==> src/hdl/bsa_pkg.sv <==
// ----------------------------------------------------------------------------
// Bitmap slot allocator package
// Sizes, request and result codes, payload types and shared helpers.
// ----------------------------------------------------------------------------
`default_nettype none

package bsa_pkg;

    localparam int BITMAP_WORDS = 64;
    localparam int WORD_BITS    = 64;
    localparam int WIDX         = (BITMAP_WORDS > 1) ? $clog2(BITMAP_WORDS) : 1;

    localparam logic [1:0] REQ_ALLOC = 2'd0;
    localparam logic [1:0] REQ_MARK  = 2'd1;
    localparam logic [1:0] REQ_SWEEP = 2'd2;
    localparam logic [1:0] REQ_NONE  = 2'd3;

    localparam logic [1:0] RES_ALLOC = 2'd0;
    localparam logic [1:0] RES_OOM   = 2'd1;
    localparam logic [1:0] RES_MARK  = 2'd2;
    localparam logic [1:0] RES_SWEEP = 2'd3;

    typedef struct packed {
        logic [1:0]  req_type;
        logic [11:0] slot_index;
    } bsa_req_t;

    typedef struct packed {
        logic [1:0]  result_kind;
        logic [11:0] slot_out;
        logic [5:0]  word_index;
        logic [63:0] freed_mask;
        logic        last;
    } bsa_rsp_t;

    typedef struct packed {
        logic       shift;
        logic       mark;
        logic [5:0] mark_word;
        logic [5:0] mark_bit;
    } bsa_cell_ctl_t;

    function automatic logic [5:0] lowest_clear(input logic [63:0] w);
        logic [5:0] pos;
        pos = 6'd0;
        for (int b = WORD_BITS - 1; b >= 0; b--) begin
            if (!w[b]) begin
                pos = 6'(b);
            end
        end
        return pos;
    endfunction

endpackage

`default_nettype wire

==> src/hdl/bsa_ctrl.sv <==
// ----------------------------------------------------------------------------
// Bitmap slot allocator control
// Sequences the ring rotation, edits the word at the head and drives results.
// ----------------------------------------------------------------------------
`default_nettype none

module bsa_ctrl (
    input  wire logic                   clk,
    input  wire logic                   rst_n,
    input  wire logic                   req_valid,
    output logic                        req_stall,
    input  wire bsa_pkg::bsa_req_t      req,
    output logic                        rsp_valid,
    input  wire logic                   rsp_stall,
    output bsa_pkg::bsa_rsp_t           rsp,
    input  wire logic [63:0]            head_occ,
    input  wire logic [63:0]            head_mrk,
    output logic [63:0]                 tail_occ,
    output logic [63:0]                 tail_mrk,
    output bsa_pkg::bsa_cell_ctl_t      cell_ctl
);
    import bsa_pkg::*;

    typedef enum logic [1:0] {
        ST_IDLE,
        ST_ALLOC,
        ST_ALLOC_OUT,
        ST_SWEEP
    } state_t;

    state_t          state_reg;
    logic [WIDX-1:0] cnt_reg;
    logic            found_reg;
    logic [11:0]     slot_reg;
    logic            rsp_valid_reg;
    bsa_rsp_t        rsp_reg;

    logic            out_free;
    logic            accept;
    logic            full;
    logic [5:0]      clr_bit;
    logic            last_word;
    logic [WIDX-1:0] cnt_next;
    logic            in_pool;
    logic [63:0]     freed;
    logic            rsp_load;

    assign out_free  = !rsp_valid_reg || !rsp_stall;
    assign req_stall = !((state_reg == ST_IDLE) && out_free);
    assign accept    = req_valid && !req_stall;
    assign full      = &head_occ;
    assign clr_bit   = lowest_clear(head_occ);
    assign last_word = (cnt_reg == WIDX'(BITMAP_WORDS - 1));
    assign cnt_next  = last_word ? '0 : cnt_reg + 1'b1;
    assign in_pool   = ({1'b0, req.slot_index[11:6]} < 7'(BITMAP_WORDS));
    assign freed     = head_occ & ~head_mrk;
    assign rsp_load  = out_free
                       && ((accept && (req.req_type == REQ_MARK))
                           || (state_reg == ST_ALLOC_OUT)
                           || (state_reg == ST_SWEEP));

    always_comb
    begin
        cell_ctl.shift     = 1'b0;
        cell_ctl.mark      = accept && (req.req_type == REQ_MARK) && in_pool;
        cell_ctl.mark_word = req.slot_index[11:6];
        cell_ctl.mark_bit  = req.slot_index[5:0];
        tail_occ           = head_occ;
        tail_mrk           = head_mrk;
        case (state_reg)
            ST_ALLOC:
            begin
                cell_ctl.shift = 1'b1;
                if (!found_reg && !full)
                begin
                    tail_occ = head_occ | (64'd1 << clr_bit);
                end
            end
            ST_SWEEP:
            begin
                cell_ctl.shift = out_free;
                tail_occ       = head_occ & head_mrk;
                tail_mrk       = '0;
            end
            default:
            begin
                cell_ctl.shift = 1'b0;
            end
        endcase
    end

    always_ff @(posedge clk or negedge rst_n)
    begin
        if (!rst_n)
        begin
            state_reg     <= ST_IDLE;
            cnt_reg       <= '0;
            found_reg     <= 1'b0;
            slot_reg      <= '0;
            rsp_valid_reg <= 1'b0;
            rsp_reg       <= '0;
        end
        else
        begin
            if (rsp_load)
            begin
                rsp_valid_reg <= 1'b1;
            end
            else if (!rsp_stall)
            begin
                rsp_valid_reg <= 1'b0;
            end
            case (state_reg)
                ST_IDLE:
                begin
                    if (accept)
                    begin
                        case (req.req_type)
                            REQ_ALLOC:
                            begin
                                state_reg <= ST_ALLOC;
                                cnt_reg   <= '0;
                                found_reg <= 1'b0;
                            end
                            REQ_MARK:
                            begin
                                rsp_reg <= '{RES_MARK, 12'd0, 6'd0, 64'd0, 1'b1};
                            end
                            REQ_SWEEP:
                            begin
                                state_reg <= ST_SWEEP;
                                cnt_reg   <= '0;
                            end
                            default:
                            begin
                                state_reg <= ST_IDLE;
                            end
                        endcase
                    end
                end
                ST_ALLOC:
                begin
                    cnt_reg <= cnt_next;
                    if (!found_reg && !full)
                    begin
                        found_reg <= 1'b1;
                        slot_reg  <= {6'(cnt_reg), clr_bit};
                    end
                    if (last_word)
                    begin
                        state_reg <= ST_ALLOC_OUT;
                    end
                end
                ST_ALLOC_OUT:
                begin
                    if (out_free)
                    begin
                        if (found_reg)
                        begin
                            rsp_reg <= '{RES_ALLOC, slot_reg, 6'd0, 64'd0, 1'b1};
                        end
                        else
                        begin
                            rsp_reg <= '{RES_OOM, 12'd0, 6'd0, 64'd0, 1'b1};
                        end
                        state_reg <= ST_IDLE;
                    end
                end
                ST_SWEEP:
                begin
                    if (out_free)
                    begin
                        rsp_reg <= '{RES_SWEEP, 12'd0, 6'(cnt_reg), freed, last_word};
                        cnt_reg <= cnt_next;
                        if (last_word)
                        begin
                            state_reg <= ST_IDLE;
                        end
                    end
                end
                default:
                begin
                    state_reg <= ST_IDLE;
                end
            endcase
        end
    end

    assign rsp_valid = rsp_valid_reg;
    assign rsp       = rsp_reg;

endmodule

`default_nettype wire

==> config.mk <==
export PLATFORM = sky130hd
export DESIGN_NAME = bsa_ctrl
export DESIGN_NICKNAME = d
export VERILOG_FILES = /design/src/hdl/bsa_pkg.sv /design/src/hdl/bsa_ctrl.sv
export SDC_FILE = /design/constraint.sdc
export NUM_CORES = 1
export LEC_CHECK = 0
export ABC_CLOCK_PERIOD_IN_PS = 3000
export BUFFER_PORTS_ARGS = -buffer_cell sky130_fd_sc_hd__buf_2
export CORE_AREA = 2 2 148 150
export CTS_BUF_LIST = sky130_fd_sc_hd__clkbuf_4
export DETAILED_ROUTE_END_ITERATION = 8
export DIE_AREA = 0 0 150 152
export PLACE_DENSITY_LB_ADDON = 0.05
export SLEW_MARGIN = 0
export SYNTH_ARGS = -nofsm -noshare
export SYNTH_HDL_FRONTEND = slang
export SYNTH_SLANG_ARGS = --single-unit
export TNS_END_PERCENT = 50
==> constraint.sdc <==
create_clock -name clk -period 3 [get_ports clk]
set_input_delay 0.6 -clock clk [delete_from_list [all_inputs] [get_ports clk]]
set_output_delay 0.6 -clock clk [all_outputs]
set_load 0.05 [all_outputs]
==> qor.yml, run 1 <==
synth_top_flop_cell: "dfrtp_1"
worst_slew_pin_slew_ns: 0.6241
synth.distinct_cells: 57
clock-sinks: 107
cts-root-buf: "clkbuf_4"
synth-async-reset-ratio_pct: 100.0
fin_nets: 1504
slowest_delay_ns: 0.42
numPortBuffers: 350
stdcell_area_mm2: 0.01208
crit_path_end_kind: "output port"
leakage_uw: 0.005571
crit_family: "compound AO/OA/AOI/OAI gates"
fp-row-count: 54
synth-seq-cells: 107
cts_made_buffers: 9
r2r_end: "cnt_reg[4]$_DFFE_PN0P_"
num_io_pins: 375
dp_hpwl_mm: 22.79
ys_top_cells_by_count: "nand2_1, o21ai_0, dfrtp_1"
timing.final.crit_share_pct: 114.5
outcome: "complete, but fails checks"
worst_path_max_delay_cell: "or4_4"
die_x_um: 150
netlist_top_cells_area: "dfrtp_1, o21ai_0, nand2_1"
regArea_mm2: 0.002678
setup_slack_ns: -0.4348
r2r_cells: 7
nFillCells: 2062
drive_above_1_share_pct: 48.38
place_congestion: 0.8440
syn_avg_cell_area_um2: 7.693
synth_area_mm2: 0.006893
slew_headroom_pct: 58.39
failed_checks: "setup timing"
synth_edf_count: 0
ys_warn_count: 0
critPathLaunch: "head_occ[39]"
post-route-drc-count: 0
start_util_pct: 32.28
syn_nets: 1043
fmax_mhz: 291.1
grt_pass1_vias: 7952
whs_ns: 0.2575
synth_largest_type_area_fraction_pct: 38.85
grt_first_pass_wirelength_mm: 45.68
synth_top_area_cell: "dfrtp_1"
ir_drop_uv: 679.5
final_hold_viol_count: 0
critPathKind: "primary input to output port"
core_mm2: 0.02135
clk_latency_ns: 0.52
syn_inst: 896
clk_pin_slew_ns: 0.21
grtUsageTotal_pct: 25.69
startpoint_type: "primary input"
power_uw: 6450
crit_fanout: 8
grt_max_degree: 75
finalSetupViolations: 64
skew_ns: 0.01915
seq_area_frac_synth_pct: 38.85
arrival_ns: 2.83
final_antenna_net_count: 0
die-area_mm2: 0.02280
rrSetupSlack_ns: 1.03
drtIter0Drc: 370
crit_chain: "buf_8, nand2_8, a311oi_4, nor3_2, or4_4, o31a_1, a211o_4, buf_12, o31ai_4, buf_6"
cts_tree: "yes"
regToRegStartpoint: "cnt_reg[0]$_DFFE_PN0P_"
die_h_um: 152
vias: 8356
first_pass_iters: 5
multi_input_area_mm2: 0.004883
antenna_found_initial: 1
h-tree-depth: 3
required_ns: 2.40
yosysMostFrequentCell: "nand2_1"
worst-path-stages: 10
maxSlewViolCount: 0
wl_per_cell_um: 18.34
viasPerCell: 5.086
dpl_cell_area_mm2: 0.01094
gr-total-overflow: 0
finalCriticalPeriod_ns: 3.435
cts_buffer_depth: 2
pwr_density_cell_mw_per_mm2: 533.8
rsz0062_at_grt: "true"
cp-endpoint: "tail_occ[29]"
crit_buf_inv: 3
drv_cap: 0
largest_reg_flops: 85
wl_mm: 30.14
syn2layout_area_growth_pct: 75.28
hold_class: "primary input to flip-flop"
per-stage QoR:
step	TNS [ns]	setup slack, ns	cells	utilization (%)
floorplan	-12.29	-0.3280	896	-
global placement	-40.43	-0.7676	1612	51.26
detailed placement	-37.14	-0.6974	1612	51.26
CTS	-19.49	-0.4602	1638	55.84
global route	-23.01	-0.4828	1643	56.59
finish	-18.21	-0.4348	1643	56.59
worst min-delay path by stage:
stage                             start  depth (start not counted)  slack (ns)                endpoint
finish                     head_mrk[12]                          2        0.26     rsp[13]$_DFFE_PN0P_
global route               head_mrk[47]                          2        0.21     rsp[48]$_DFFE_PN0P_
CTS                        head_mrk[47]                          2        0.23     rsp[48]$_DFFE_PN0P_
detailed placement  rsp[59]$_DFFE_PN0P_                          2        0.46     rsp[59]$_DFFE_PN0P_
global placement    rsp[29]$_DFFE_PN0P_                          2        0.45     rsp[29]$_DFFE_PN0P_
floorplan                         rst_n                          0        0.30  cnt_reg[0]$_DFFE_PN0P_
cell families (layout without fill, tap and decap cells):
| family | after synthesis | in the layout | share of synthesized area (%) |
|---|---|---|---|
| flops | 107 | 107 | 38.85 |
| other cells | 0 | 1 | 0 |
| simple gates | 394 | 394 | 27.03 |
| mux | 8 | 8 | 1.307 |
| compound gates | 298 | 298 | 26.83 |
| buf+inv | 87 | 553 | 5.682 |
| fa+ha+maj | 1 | 1 | 0.1815 |
| xor+xnor | 1 | 1 | 0.1271 |
final cells by class:
type,instances,share of cell area [%]
multi-input combinational,702,40.42
timing repair buffer,519,32.54
sequential,107,22.16
tap,280,2.900
clock inverter,7,0.8389
clock buffer,9,0.5592
inverter,18,0.5592
antenna,1,0.02071
repair_timing:
| action | CTS | global route |
|---|---|---|
| setup buffers | 9 | 3 |
| pin swaps | 39 | 21 |
| hold buffers | 1 | 0 |
| resized for setup | 196 | 21 |
| endpoints found under the setup margin | 64 | 64 |
| hold endpoints to repair | 22 | 0 |
| cloned | 2 | 1 |
power breakdown:
part / internal, µW / switching (µW) / total, µW
clock network: 228 / 669 / 896
logic: 1090 / 2640 / 3740
registers: 1660 / 155 / 1820
total: 2980 / 3470 / 6450
cells in the final DEF (no fill, tap or decap), types with 17 or more instances in the layout:
master	count
dfrtp_1	107
buf_2	265
buf_12	24
o21ai_0	151
a21oi_1	17
nand2_1	175
nor2_1	58
inv_1	17
nand4_1	20
o31ai_4	51
buf_6	80
buf_4	141
and2_1	67
layer usage:
layer	up-vias	global-route usage (%)	wire [µm]
met3	34	3.874	1574
met4	0	6.379	549
met2	269	43.64	14690
met5	-	0	0
li1	4093	-	-
met1	3960	34.18	13320
No activity file was read; power rests on OpenSTA's default activity.
==> inputs of run 2 (changes only) <==
--- a/config.mk
+++ b/config.mk
@@ -5,12 +5,12 @@
 export SDC_FILE = /design/constraint.sdc
 export NUM_CORES = 1
 export LEC_CHECK = 0
-export ABC_CLOCK_PERIOD_IN_PS = 3000
+export ABC_CLOCK_PERIOD_IN_PS = 4100
 export BUFFER_PORTS_ARGS = -buffer_cell sky130_fd_sc_hd__buf_2
-export CORE_AREA = 2 2 148 150
+export CORE_AREA = 4 4 142 144
 export CTS_BUF_LIST = sky130_fd_sc_hd__clkbuf_4
 export DETAILED_ROUTE_END_ITERATION = 8
-export DIE_AREA = 0 0 150 152
+export DIE_AREA = 0 0 146 148
 export PLACE_DENSITY_LB_ADDON = 0.05
 export SLEW_MARGIN = 0
 export SYNTH_ARGS = -nofsm -noshare
==> constraint.sdc (replaced) <==
create_clock -name clk -period 4.1 [get_ports clk]
set_input_delay 0.82 -clock clk [delete_from_list [all_inputs] [get_ports clk]]
set_output_delay 0.82 -clock clk [all_outputs]
set_load 0.05 [all_outputs]
==> run 2 against run 1 <==
The flow now finishes without violations. Critical path depth unchanged. First-iteration DRC count rose by 42%. Highest routed layer is now met5. Sequential cell count unchanged. Clock power shrank 33%. Utilization down 5.3 points. Cell count fell by 9.1%. Power decreased by 33%. Worst hold slack gained 0.13 ns. Critical endpoint is now tail_occ[21]. Critical path type unchanged.
==> qor.yml, run 2 (synthesized netlist as in run 1, its figures left out) <==
outcome: "finished clean"
grt_pass1_vias: 7472  # -6.0%
pwr_density_cell_mw_per_mm2: 451.9  # -15%
grt_first_pass_wirelength_mm: 44.14  # -3.4%
cts-root-buf: "clkbuf_4"
post-place-ws_ns: -0.009829  # +0.6876 ns
leakage_uw: 0.004613  # -17%
r2r_cells: 4  # -3
numPortBuffers: 350  # unchanged
antenna_found_initial: 3  # +2
maxSlewViolCount: 0  # unchanged
place_congestion: 0.8573  # +1.6%
finalCriticalPeriod_ns: 4.031
clk_latency_ns: 0.51  # about the same
skew_ns: 0.02134  # +0.002193 ns
vias: 7881  # -5.7%
drtIter0Drc: 527  # +42%
wl_per_cell_um: 19.32  # +5.3%
clock-sinks: 107  # unchanged
final_cell_mix: "buf_2, nand2_1, o21ai_0, dfrtp_1, buf_4"
nFillCells: 1921  # -6.8%
grtUsageTotal_pct: 25.68  # about the same
gr-total-overflow: 0  # unchanged
final_hold_viol_count: 0  # unchanged
startpoint_type: "primary input"
required_ns: 3.28  # +0.88 ns
instances_no_fill: 1494  # -9.1%
drive_above_1_share_pct: 38.76  # -9.6 points
postLayoutCoreUtil_pct: 51.26  # -5.3 points
die_x_um: 146  # -2.7%
crit_fanout: 13  # +5
cts_tree: "yes"
regArea_mm2: 0.002678  # unchanged
p_sw_uw: 2383  # -31%
grt_max_degree: 77  # +2.7%
finalSetupViolations: 0  # -100%
timing.final.crit_share_pct: 98.31
slew_headroom_pct: 39.70  # -19 points
viasPerCell: 5.275  # +3.7%
fmax_mhz: 248.1
die_h_um: 148  # -2.6%
setup_slack_ns: 0.06946  # +0.5042 ns
core_mm2: 0.01871  # -12%
dp.cells: 1475  # -8.5%
p_seq_share_pct: 30.8  # +2.7 points
syn2layout_area_growth_pct: 39.10
drv_cap: 0  # unchanged
dp_hpwl_mm: 22.43  # -1.6%
ir_drop_uv: 424.0  # -38%
cts_buffer_depth: 2  # unchanged
rsz0062_at_grt: "true"
fp-row-count: 50  # -7.4%
die-area_mm2: 0.02161  # -5.2%
clk_pin_slew_ns: 0.19  # -0.02 ns
clkPwrFrac_pct: 13.9  # about the same
postCtsHoldBufs: 0  # -1
cts_made_buffers: 9  # unchanged
power_uw: 4333  # -33%
largest_reg_flops: 85  # unchanged
swShare_pct: 54.99  # +1.2 points
first_pass_iters: 5  # unchanged
pwr-share-comb_pct: 55.3  # -2.7 points
hold_class: "primary input to async pin"
fin_nets: 1401  # -6.8%
post-route-drc-count: 0  # unchanged
multi_input_area_mm2: 0.003986  # -18%
num_io_pins: 375  # unchanged
start_util_pct: 36.85  # +4.6 points
final_common_cell: "buf_2"
whs_ns: 0.3886  # +0.1310 ns
final_antenna_net_count: 0  # unchanged
worst_slew_pin_slew_ns: 0.9046  # +0.2805 ns
wl_mm: 28.86  # -4.3%
critPathKind: "primary input to output port"
internal_power_uw: 1950  # -35%
h-tree-depth: 3  # unchanged
arrival_ns: 3.21  # +0.38 ns
crit_path_end_kind: "output port"
[run 2: timing repair]
item	CTS	global route
endpoints found under the setup margin	2	51
pin swaps	0	1
setup buffers	0	2
gates resized for setup	2	49
[run 2: worst max-delay path: stages]
cell      delay [ns]
buf_2           0.12
nand2_1         0.09
a311oi_1        0.29
nor3_1          0.11
or4_1           0.43
o31a_1          0.32
a211o_4         0.35
buf_12          0.17
o31ai_2         0.24
clkbuf_4        0.26
[run 2: power by group through the flow]
stage | Sequential (µW) | Clock (µW) | Combinational, µW
3_5_place_dp | 1350 | 0 | 2380
4_1_cts | 1330 | 624 | 2390
3_3_place_gp | 1350 | 0 | 2380
6_report | 1330 | 603 | 2400
2_1_floorplan | 1680 | 0 | 1360
5_1_grt | 1360 | 666 | 2570
[run 2: metrics by stage]
step           cell area [µm²]    TNS, ns
2_1_floorplan             6970     -3.339
3_3_place_gp              9291   -0.08357
3_5_place_dp              9291  -0.009829
4_1_cts                   9448          0
5_1_grt                   9588    -0.2345
6_report                  9588          0
[run 2: layout make-up]
class	count	area share (%)
Multi-Input combinational cell	702	41.58
Antenna cell	1	0.02610
Clock inverter	7	0.8743
Timing Repair Buffer	416	25.13
Tap cell	234	3.054
Inverter	18	0.7047
Clock buffer	9	0.7047
Sequential cell	107	27.93
[run 2: path summary, 6_finish.rpt]
kind	startpoint	endpoint	slack (ns)
worst max-delay path	head_occ[38]	tail_occ[21]	0.07
worst min-delay path	rst_n	rsp[56]$_DFFE_PN0P_	0.39
worst max register to register	state_reg[1]$_DFFE_PN0P_	rsp[34]$_DFFE_PN0P_	1.93
worst min register to register	rsp[1]$_DFFE_PN0P_	rsp[1]$_DFFE_PN0P_	0.50
max in group asynchronous	rst_n	rsp[25]$_DFFE_PN0P_	2.84
min in group clk	rsp[1]$_DFFE_PN0P_	rsp[1]$_DFFE_PN0P_	0.50
[run 2: metal layers]
layer  track usage (%)  part of all wire (%)
met2             44.03                    48
met3             6.315                   7.5
met5                 0                 0.094
met4             5.503                   1.6
met1             33.08                    43
