`src/hdl/bsa_pkg.sv`:
```
// ----------------------------------------------------------------------------
// Bitmap slot allocator package
// Sizes, request and result codes, payload types and shared helpers.
// ----------------------------------------------------------------------------
`default_nettype none

package bsa_pkg;

    localparam int BITMAP_WORDS = 64;
    localparam int WORD_BITS    = 64;
    localparam int WIDX         = (BITMAP_WORDS > 1) ? $clog2(BITMAP_WORDS) : 1;

    localparam logic [1:0] REQ_ALLOC = 2'd0;
    localparam logic [1:0] REQ_MARK  = 2'd1;
    localparam logic [1:0] REQ_SWEEP = 2'd2;
    localparam logic [1:0] REQ_NONE  = 2'd3;

    localparam logic [1:0] RES_ALLOC = 2'd0;
    localparam logic [1:0] RES_OOM   = 2'd1;
    localparam logic [1:0] RES_MARK  = 2'd2;
    localparam logic [1:0] RES_SWEEP = 2'd3;

    typedef struct packed {
        logic [1:0]  req_type;
        logic [11:0] slot_index;
    } bsa_req_t;

    typedef struct packed {
        logic [1:0]  result_kind;
        logic [11:0] slot_out;
        logic [5:0]  word_index;
        logic [63:0] freed_mask;
        logic        last;
    } bsa_rsp_t;

    typedef struct packed {
        logic       shift;
        logic       mark;
        logic [5:0] mark_word;
        logic [5:0] mark_bit;
    } bsa_cell_ctl_t;

    function automatic logic [5:0] lowest_clear(input logic [63:0] w);
        logic [5:0] pos;
        pos = 6'd0;
        for (int b = WORD_BITS - 1; b >= 0; b--) begin
            if (!w[b]) begin
                pos = 6'(b);
            end
        end
        return pos;
    endfunction

endpackage

`default_nettype wire

```
`src/hdl/bsa_cell.sv`:
```
// ----------------------------------------------------------------------------
// Bitmap slot allocator cell
// Holds one occupancy word and one mark word and hands both to its neighbor.
// ----------------------------------------------------------------------------
`default_nettype none

module bsa_cell (
    input  wire logic                  clk,
    input  wire logic                  rst_n,
    input  wire bsa_pkg::bsa_cell_ctl_t ctl,
    input  wire logic                  hit,
    input  wire logic [63:0]           occ_in,
    input  wire logic [63:0]           mrk_in,
    output logic [63:0]                occ,
    output logic [63:0]                mrk
);
    import bsa_pkg::*;

    logic [63:0] occ_reg;
    logic [63:0] occ_next;
    logic [63:0] mrk_reg;
    logic [63:0] mrk_next;

    always_comb
    begin
        occ_next = occ_reg;
        mrk_next = mrk_reg;
        if (ctl.shift)
        begin
            occ_next = occ_in;
            mrk_next = mrk_in;
        end
        else if (hit)
        begin
            mrk_next = mrk_reg | (64'd1 << ctl.mark_bit);
        end
    end

    always_ff @(posedge clk or negedge rst_n)
    begin
        if (!rst_n)
        begin
            occ_reg <= '0;
            mrk_reg <= '0;
        end
        else
        begin
            occ_reg <= occ_next;
            mrk_reg <= mrk_next;
        end
    end

    assign occ = occ_reg;
    assign mrk = mrk_reg;

endmodule

`default_nettype wire

```
`config.mk`:
```
export PLATFORM = sky130hd
export DESIGN_NAME = bsa_cell
export DESIGN_NICKNAME = d
export VERILOG_FILES = /design/src/hdl/bsa_pkg.sv /design/src/hdl/bsa_cell.sv
export SDC_FILE = /design/constraint.sdc
export NUM_CORES = 1
export LEC_CHECK = 0
export BUFFER_PORTS_ARGS = -buffer_cell sky130_fd_sc_hd__buf_2
export CORE_MARGIN = 3
export CORE_UTILIZATION = 45
export CTS_CLUSTER_DIAMETER = 200
export DETAILED_ROUTE_END_ITERATION = 10
export PLACE_DENSITY_LB_ADDON = 0.1
export REMOVE_ABC_BUFFERS = 1
export SLEW_MARGIN = 10
export SYNTH_ARGS = -nofsm -noshare
export SYNTH_HDL_FRONTEND = slang
export SYNTH_SLANG_ARGS = --single-unit
```
`constraint.sdc`:
```
create_clock -name clk -period 0.95 [get_ports clk]
set_input_delay 0.19 -clock clk [delete_from_list [all_inputs] [get_ports clk]]
set_output_delay 0.19 -clock clk [all_outputs]
set_load 0.02 [all_outputs]
```
==> results of run 1 <==
## kinds of logic (layout without fill, tap and decap cells)
logic type	after synthesis	count (layout)
multiplexers	128	128
flip-flops	128	128
AO/OA/AOI/OAI	64	64
buffers and inverters	22	361
AND/OR/NAND/NOR	20	20
## final timing paths
kind                            startpoint      end  slack (ps)  cells past startpoint
worst max register to register     occ[15]  occ[15]         -60                      3
min in group asynchronous            rst_n  mrk[62]         190                      2
worst min register to register     mrk[43]  mrk[43]         520                      2
worst min-delay path            mrk_in[23]  mrk[23]          10                      3
worst max-delay path               mrk[31]  mrk[31]        -210                      1
max in group asynchronous            rst_n  mrk[57]         220                      3
## cell type report
| cell class | instances | area share |
|---|---|---|
| tap | 140 | 0.02037 |
| clock inverter | 5 | 0.006403 |
| multi-input combinational | 212 | 0.2225 |
| clock buffer | 25 | 0.05763 |
| sequential | 128 | 0.3725 |
| timing repair buffer | 331 | 0.3206 |
## repair_timing
| action | in CTS | in global routing |
|---|---|---|
| setup endpoints to repair | 128 | 128 |
| buffers inserted | 13 | 14 |
| gates resized for setup | 256 | 1 |
| gates cloned | 0 | 0 |
| hold endpoints to repair | 137 | 0 |
| hold buffers | 10 | 0 |
## routing by layer
metal  up-vias  wire, um  global-route usage
li1       1993         -                   -
met4         0       102             0.05859
met5         -         0                   0
met3        10      1348             0.09072
met2       178      8253              0.4197
met1      2060      6181              0.2925
## cells in the final DEF, fill, tap and decap left out, drive strengths merged
| master | synthesis | final |
|---|---|---|
| nand4b | 5 | 5 |
| clkinv | 0 | 2 |
| or4 | 1 | 1 |
| buf | 16 | 321 |
| dlygate4sd3 | 0 | 10 |
| nand4 | 1 | 1 |
| clkbuf | 6 | 25 |
| or4b | 5 | 5 |
| nand4bb | 8 | 8 |
| bufinv | 0 | 1 |
| mux2 | 64 | 64 |
| mux2i | 64 | 64 |
| o21ai | 64 | 64 |
| dfrtp | 128 | 128 |
| clkinvlp | 0 | 2 |
## where the power goes
| part | internal (mW) | switching (mW) | leakage [nW] |
|---|---|---|---|
| sequential | 6.02 | 0.423 | 1.50 |
| clock | 3.84 | 2.21 | 0.265 |
| combinational | 1.97 | 1.65 | 2.40 |
| total | 11.8 | 4.29 | 4.16 |
## through the flow
step                  util  hold WS, ps  cells  TNS, ps  instance area [um^2]
floorplan                -       -105.6    340    -1579                  5116
global placement    0.6268        66.98    774   -22970                  6944
detailed placement  0.6268        73.68    774   -25820                  6944
CTS                 0.7667       0.1625    827   -23710                  8493
global route        0.7761        1.873    841   -26480                  8598
finish              0.7761        11.33    841   -21860                  8598
==> reports/metrics.csv, run 1 <==
stage,metric,value,unit
global_routing,grt_pass1_vias,4551,
drt,vias,4241,
min_path,min_path_type,in -> reg,
yosys,ys_seq_area_frac,0.6124,
placed_design,port_buffers,265,
yosys,synth.distinct_cells,16,
yosys,synth_top_family_by_area,multiplexers,
yosys,ys.flop_type,dfrtp_1,
final_layout,multiInputGateArea,1913,um^2
yosys,yosys-top-cells-count,"128 x dfrtp_1, 64 x mux2_2, 64 x mux2i_1",
final_layout,fin_nets,835,
drt,wl_per_cell,18.89,um
yosys,yosysMostFrequentCell,dfrtp_1,
timing,slew_violations,0,
yosys,yosys.area_share.adder,0,
power,p_leak,4.159,nW
drt,dr.pass1.iters,4,
drt,drc,0,
critical_path,crit_chain,buf_6,
yosys,synth_area,5230,um^2
timing,layout_min_cycle_time,1164,ps
cts,cts_made_buffers,17,
critical_path,crit_path_max_incr_delay,420,ps
critical_path,criticalPathCategory,reg -> out,
critical_path,cpLargestDelayFamily,flip-flops,
critical_path,worst_ep_required_time,760,ps
yosys,synth-edff-count,0,
timing,finalSetupViolations,131,
floorplanning,chipHeight,113.8,um
drt,viasPerCell,5.043,
power,vdd_ir_drop_max,1.047,mV
yosys,synth_xor_xnor_area_share,0,
placed_design,dp_hpwl,11.42,mm
drt,first_iter_violations,196,
timing,finalCritPeriodShare,1.225,
critical_path,cpMaxStageDelayCell,dfrtp_1,
floorplanning,die_area,12950,um^2
timing,fin_ws,-213.6,ps
final_layout,layout-drive-gt1-share,0.5991,
critical_path,cp_max_fo,2,
final_layout,seqCellArea,3203,um^2
yosys,async_flop_share,1.000,
critical_path,crit_buf_inv,1,
global_routing,grt_pass1_wl,24.32,mm
timing,rsz0062_at_grt,true,
final_layout,area_growth,64.40,%
yosys,synth_warnings,0,
cts,cts_buffer_depth,2,
floorplanning,ios,273,
status,status,"finished, violations left",
cts,numClockSinks,128,
final_layout,num-fill-cells,672,
yosys,synth_top_area_frac,0.6124,
timing,worstMarginPinSlew,270.1,ps
floorplanning,die_w,113.8,um
run,cap_violations,0,
yosys,ys_ff_latch,128,
floorplanning,num_rows,38,
critical_path,start_kind,register,
power,total_power,16.12,mW
yosys,muxShareOfSynthArea,0.2603,
global_routing,track_usage,0.2440,
global_routing,grt_overflow,0,
cts,h-tree-depth,4,
final_layout,n_antenna_cell,0,
global_routing,grt_antenna_before_repair,0,
yosys,syn_inst,362,
cts,clk_pin_slew,60,ps
status,violations,setup timing,
yosys,synth_top_cell_by_area,dfrtp_1,
critical_path,worst_ep_arrival_time,970,ps
timing,fmax,859.4,MHz
drt,wirelength,15.89,mm
cts,clock-root-buffer,clkbuf_16,
cts,cts_tree,built,
drt,ant_nets,0,
power,cellPowerDensity,1875,nW/um^2
cts,clk_latency,400,ps
critical_path,worst_setup_path_end_kind,primary output,
timing,finalHoldViolCount,0,
yosys,synth_compound_area_frac,0.06555,
yosys,postSynthAreaPerCell,14.45,um^2
timing,slew-limit-headroom,0.8189,
yosys,synthTopCellsByArea,"dfrtp_1 61%, mux2_2 14%, mux2i_1 12%",
global_routing,grt_max_degree,50,
floorplanning,start_util,0.4721,
timing,clock_skew,0,ps
placed_design,place_congestion,0.8106,
yosys,yosys.area_share.simple,0.03995,
placed_design,pre_cts_slack,-369.1,ps
floorplanning,core,11080,um^2
Note: power is estimated with default switching activity, not from simulation.
==> run 2, diff against run 1 <==
--- a/config.mk
+++ b/config.mk
@@ -5,6 +5,7 @@
 export SDC_FILE = /design/constraint.sdc
 export NUM_CORES = 1
 export LEC_CHECK = 0
+export ABC_AREA = 1
 export BUFFER_PORTS_ARGS = -buffer_cell sky130_fd_sc_hd__buf_2
 export CORE_MARGIN = 3
 export CORE_UTILIZATION = 45
==> reports/metrics.csv, run 2 <==
stage,metric,value,unit
critical_path,worst_setup_path_end_kind,primary output,
critical_path,start_kind,register,
placed_design,dp_hpwl,12.60,mm
global_routing,grt_max_degree,58,
cts,numClockSinks,128,
yosys,postSynthAreaPerCell,8.312,um^2
cts,clk_pin_slew,60,ps
placed_design,place_congestion,0.8331,
yosys,ys_seq_area_frac,0.5777,
critical_path,worst_ep_required_time,760,ps
critical_path,criticalPathCategory,reg -> out,
timing,finalSetupViolations,128,
cts,cts_tree,built,
yosys,syn_inst,667,
yosys,synth-edff-count,0,
min_path,hp-start,mrk_in[8],
timing,layout_min_cycle_time,1199,ps
yosys,yosys-top-cells-count,"195 x nand2_1, 162 x nor2_1, 128 x dfrtp_1",
drt,ant_nets,0,
global_routing,grt_pass1_vias,6607,
yosys,ys_ff_latch,128,
power,cellPowerDensity,1729,nW/um^2
floorplanning,core,11710,um^2
cts,clock-root-buffer,clkbuf_16,
critical_path,startpoint,occ[58],
drt,viasPerCell,5.348,
global_routing,grt_antenna_before_repair,0,
yosys,synth_top_cell_by_area,dfrtp_1,
power,vdd_ir_drop_max,1.195,mV
global_routing,grt_pass1_wl,33.38,mm
yosys,ys.flop_type,dfrtp_1,
final_layout,final_cell_mix,"195 x nand2_1, 154 x nor2_1, 135 x buf_2",
drt,first_iter_violations,647,
timing,worstMarginPinSlew,383.4,ps
yosys,synth_area,5544,um^2
floorplanning,die_area,13690,um^2
global_routing,grt_overflow,0,
floorplanning,die_w,117.0,um
global_routing,track_usage,0.3206,
cts,clk_latency,420,ps
placed_design,pre_cts_slack,-203.0,ps
power,total_power,17.08,mW
timing,slew-limit-headroom,0.7444,
timing,timing.hold.ws,5.733,ps
run,cap_violations,0,
timing,clock_skew,0,ps
critical_path,cpMaxStageDelayCell,dfrtp_1,
status,status,"finished, violations left",
floorplanning,num_rows,39,
yosys,synth_top_area_frac,0.5777,
status,violations,setup timing,
critical_path,cpLargestDelayFamily,flip-flops,
yosys,synth.distinct_cells,17,
final_layout,fin_nets,1221,
final_layout,final_common_cell,nand2_1,
floorplanning,chipHeight,117.0,um
timing,fin_ws,-249.0,ps
critical_path,crit_path_max_incr_delay,430,ps
power,p_leak,4.994,nW
yosys,yosysMostFrequentCell,nand2_1,
timing,slew_violations,0,
cts,cts_buffer_depth,2,
critical_path,cp_max_fo,2,
drt,vias,6589,
floorplanning,ios,273,
critical_path,worst_ep_arrival_time,1010,ps
floorplanning,start_util,0.4734,
yosys,synthTopCellsByArea,"dfrtp_1 58%, nand2_1 13%, nor2_1 11%",
drt,wirelength,23.14,mm
final_layout,area_growth,78.15,%
drt,wl_per_cell,18.79,um
placed_design,port_buffers,265,
timing,rsz0062_at_grt,true,
drt,drc,0,
cts,cts_made_buffers,17,
min_path,min_path_type,in -> reg,
timing,fmax,834.0,MHz
placed_design,place_area,7305,um^2
timing,finalHoldViolCount,0,
final_layout,design_area,9877,um^2
yosys,synth_warnings,0,
critical_path,reg2reg_from,occ[21],
cts,h-tree-depth,4,
timing,finalCritPeriodShare,1.262,
critical_path,crit_chain,buf_6,
critical_path,crit_buf_inv,1,
yosys,async_flop_share,1.000,
drt,dr.pass1.iters,5,
final_layout,fin_util,0.8434,
final_layout,layout-drive-gt1-share,0.3952,
-- run 2: changes by cell type in the layout (fill, tap and decap cells not counted), moves of 48 or more --
cell / change
nand2_1: +195
nor2_1: +154
mux2_2: -64
mux2i_1: -64
dlygate4sd3_1: +55
a21oi_1: +48
-- run 2: kinds of logic after synthesis --
kind of cell,synth area share
AOI/OAI and AO/OA,0.04333
and+or+nand+nor,0.3349
buffers and inverters,0.04401
DFF,0.5777
-- run 2: worst reg2reg max path: cells and delay by family (launching register included) --
family                 cells  cell delay, ps
DFF                        1             410
buffers and inverters      2             280
and+or+nand+nor            2             160
-- run 2: final timing paths --
check                          end  slack (ps)  cells after the start
max reg2reg                occ[21]           0                      4
min                         mrk[8]           6                      3
min in group asynchronous  mrk[29]         190                      2
max                        occ[58]        -250                      1
min reg2reg                occ[29]         500                      2
max in group asynchronous  occ[38]         330                      3
-- run 2: through the flow --
step	setup TNS (ps)	instances
floorplan	-166730	625
global placement	-10750	1069
detailed placement	-13780	1069
CTS	-25470	1191
global route	-28340	1231
finish	-24730	1232
-- run 2: area by class of cell --
class | count | area (um^2)
Sequential cell | 128 | 3203
Clock buffer | 25 | 485.5
Clock inverter | 6 | 105.1
Inverter | 9 | 36.28
Antenna cell | 1 | 2.502
Timing Repair Buffer | 432 | 3736
Tap cell | 143 | 178.9
Multi-Input combinational cell | 488 | 2130
Fill cell | 611 | 1834
-- run 2: report_power, final --
| part | leakage (nW) | internal, mW | switching [mW] |
|---|---|---|---|
| logic | 3.21 | 2.05 | 2.01 |
| clock network | 0.291 | 4.31 | 2.34 |
| registers | 1.49 | 5.95 | 0.414 |
| total | 4.99 | 12.3 | 4.77 |
-- run 2: per-layer routing --
metal  up-vias  share of wire  track usage  wire, um
met5         -              0            0         0
met2       424           0.52       0.5457     11950
met1      3137           0.36       0.3738      8266
met3        79          0.089      0.09563      2052
li1       2949              -            -         -
met4         0          0.038       0.1468       874
-- run 2: timing repair --
action | CTS | global route
setup buffers | 26 | 40
endpoints found under the hold margin | 192 | 0
gates resized for setup | 258 | 11
hold buffers | 65 | 0
pin swaps | 3 | 9
endpoints found under the setup margin | 128 | 140
==> run 3, diff against run 2 <==
==> constraint.sdc (replaced) <==
create_clock -name clk -period 0.95 [get_ports clk]
set_input_delay 0.0475 -clock clk [delete_from_list [all_inputs] [get_ports clk]]
set_output_delay 0.0475 -clock clk [all_outputs]
set_load 0.02 [all_outputs]
==> reports/metrics.csv, run 3 (synthesized netlist as in run 2, its figures left out) <==
stage,metric,value,unit
cts,clock-root-buffer,clkbuf_16,
drt,viasPerCell,5.454,
floorplanning,die_area,13690,um^2
critical_path,cpLargestDelayFamily,flip-flops,
final_layout,seqCellArea,3203,um^2
critical_path,startpoint,occ[58],
min_path,min_path_type,in -> reg,
critical_path,start_kind,register,
power,total_power,17.74,mW
critical_path,reg2reg_to,mrk[51],
drt,wl_per_cell,19.83,um
critical_path,cpMaxStageDelayCell,dfrtp_1,
critical_path,worst_setup_path_end_kind,primary output,
critical_path,cp.depth,1,
drt,dr.pass1.iters,5,
run,cap_violations,0,
timing,layout_min_cycle_time,1057,ps
timing,fmax,945.9,MHz
timing,slew-limit-headroom,0.7422,
final_layout,final_cell_mix,"195 x nand2_1, 148 x nor2_1, 135 x buf_2",
cts,h-tree-depth,4,
final_layout,fin_nets,1273,
power,cellPowerDensity,1690,nW/um^2
timing,finalCritPeriodShare,1.113,
drt,route.met2.wl,12.97,mm
critical_path,criticalPathCategory,reg -> out,
critical_path,timing.reg2reg.worst_path_depth,4,
power,p_leak,5.225,nW
timing,finalHoldViolCount,0,
placed_design,dp_hpwl,12.53,mm
timing,worstMarginPinSlew,386.7,ps
drt,wirelength,25.48,mm
cts,clk_latency,410,ps
drt,ant_nets,0,
global_routing,grt_antenna_before_repair,0,
floorplanning,chipHeight,117.0,um
final_layout,final_common_cell,nand2_1,
status,violations,setup timing,
drt,drc,0,
drt,wl_met1,8.970,mm
placed_design,place_congestion,0.8377,
timing,fin_ws,-107.2,ps
placed_design,port_buffers,265,
timing,timing.hold.ws,40.04,ps
critical_path,endpoint,occ[58],
drt,wl_met3,2.292,mm
critical_path,worst_ep_required_time,900,ps
global_routing,grt_max_degree,58,
critical_path,cp_max_fo,2,
critical_path,rrSetupSlack,-50,ps
status,status,"finished, violations left",
timing,finalSetupViolations,132,
final_layout,area_growth,89.28,%
critical_path,crit_path_max_incr_delay,430,ps
floorplanning,ios,273,
critical_path,crit_chain,buf_6,
final_layout,num-fill-cells,498,
cts,cts_tree,built,
critical_path,crit_buf_inv,1,
timing,clock_skew,0,ps
global_routing,track_usage,0.3521,
timing,rsz0062_at_grt,true,
floorplanning,start_util,0.4734,
floorplanning,die_w,117.0,um
cts,cts_buffer_depth,2,
final_layout,layout-drive-gt1-share,0.3777,
power,vdd_ir_drop_max,1.198,mV
global_routing,grt_pass1_vias,6965,
global_routing,grt_pass1_wl,36.58,mm
drt,top_layer,met4,
cts,clk_pin_slew,60,ps
final_layout,multiInputGateArea,2161,um^2
drt,first_iter_violations,774,
drt,vias,7008,
cts,numClockSinks,128,
timing,slew_violations,0,
critical_path,reg2reg_from,mrk[51],
cts,cts_made_buffers,17,
critical_path,worst_ep_arrival_time,1010,ps
global_routing,grt_overflow,0,
floorplanning,core,11710,um^2
floorplanning,num_rows,39,
[run 3: changes by cell type in the layout (fill, tap and decap cells not counted), sizes merged]
cell / before / now
clkinv: 3 / 6
buf: 367 / 355
clkinvlp: 0 / 2
clkbuf: 25 / 19
bufinv: 3 / 4
dlygate4sd3: 65 / 129
inv: 9 / 10
[run 3: cell type report]
cell class / count / area share
Antenna cell: 1 / 0.0002385
Inverter: 9 / 0.003458
Multi-Input combinational cell: 488 / 0.2059
Tap cell: 143 / 0.01705
Clock buffer: 19 / 0.04316
Clock inverter: 13 / 0.01765
Sequential cell: 128 / 0.3052
Timing Repair Buffer: 484 / 0.4073
[run 3: power by group]
group	switching [mW]	leakage [nW]	internal (mW)
clock	2.51	0.309	4.53
sequential	0.433	1.49	5.95
combinational	2.12	3.42	2.19
[run 3: through the flow]
stage	cell area [um^2]	setup slack, ps	instances	utilization	setup TNS [ps]
floorplan	5334	-1175	625	-	-148490
global placement	7224	-42.74	1060	0.6169	-327.2
detailed placement	7224	-99.48	1060	0.6169	-1393
CTS	10150	-106.8	1247	0.8667	-6606
global route	10490	-138.1	1284	0.8958	-10980
finish	10490	-107.2	1285	0.8960	-6726
[run 3: repair_timing]
item | CTS | global route
gates resized for setup | 256 | 24
endpoints found under the setup margin | 128 | 144
cloned | 0 | 0
hold buffers | 129 | 0
pin swaps | 1 | 17
setup buffers | 26 | 37
endpoints found under the hold margin | 256 | 0
[run 3: metal layers]
| metal | vias to the layer above | track usage |
|---|---|---|
| li1 | 3046 | - |
| met1 | 3371 | 0.4070 |
| met2 | 487 | 0.6003 |
| met3 | 104 | 0.1028 |
| met4 | 0 | 0.1705 |
| met5 | - | 0 |
[run 3: worst min path at each step]
stage / slack [ps] / startpoint / cells after the start / end
5_1_grt: 70 / ctl[3] / 4 / mrk[53]
3_5_place_dp: -30 / rst_n / 1 / mrk[61]
3_3_place_gp: -30 / rst_n / 1 / mrk[29]
2_1_floorplan: -250 / rst_n / 0 / mrk[0]
4_1_cts: 20 / ctl[3] / 4 / mrk[53]
6_report: 40 / ctl[3] / 4 / mrk[53]
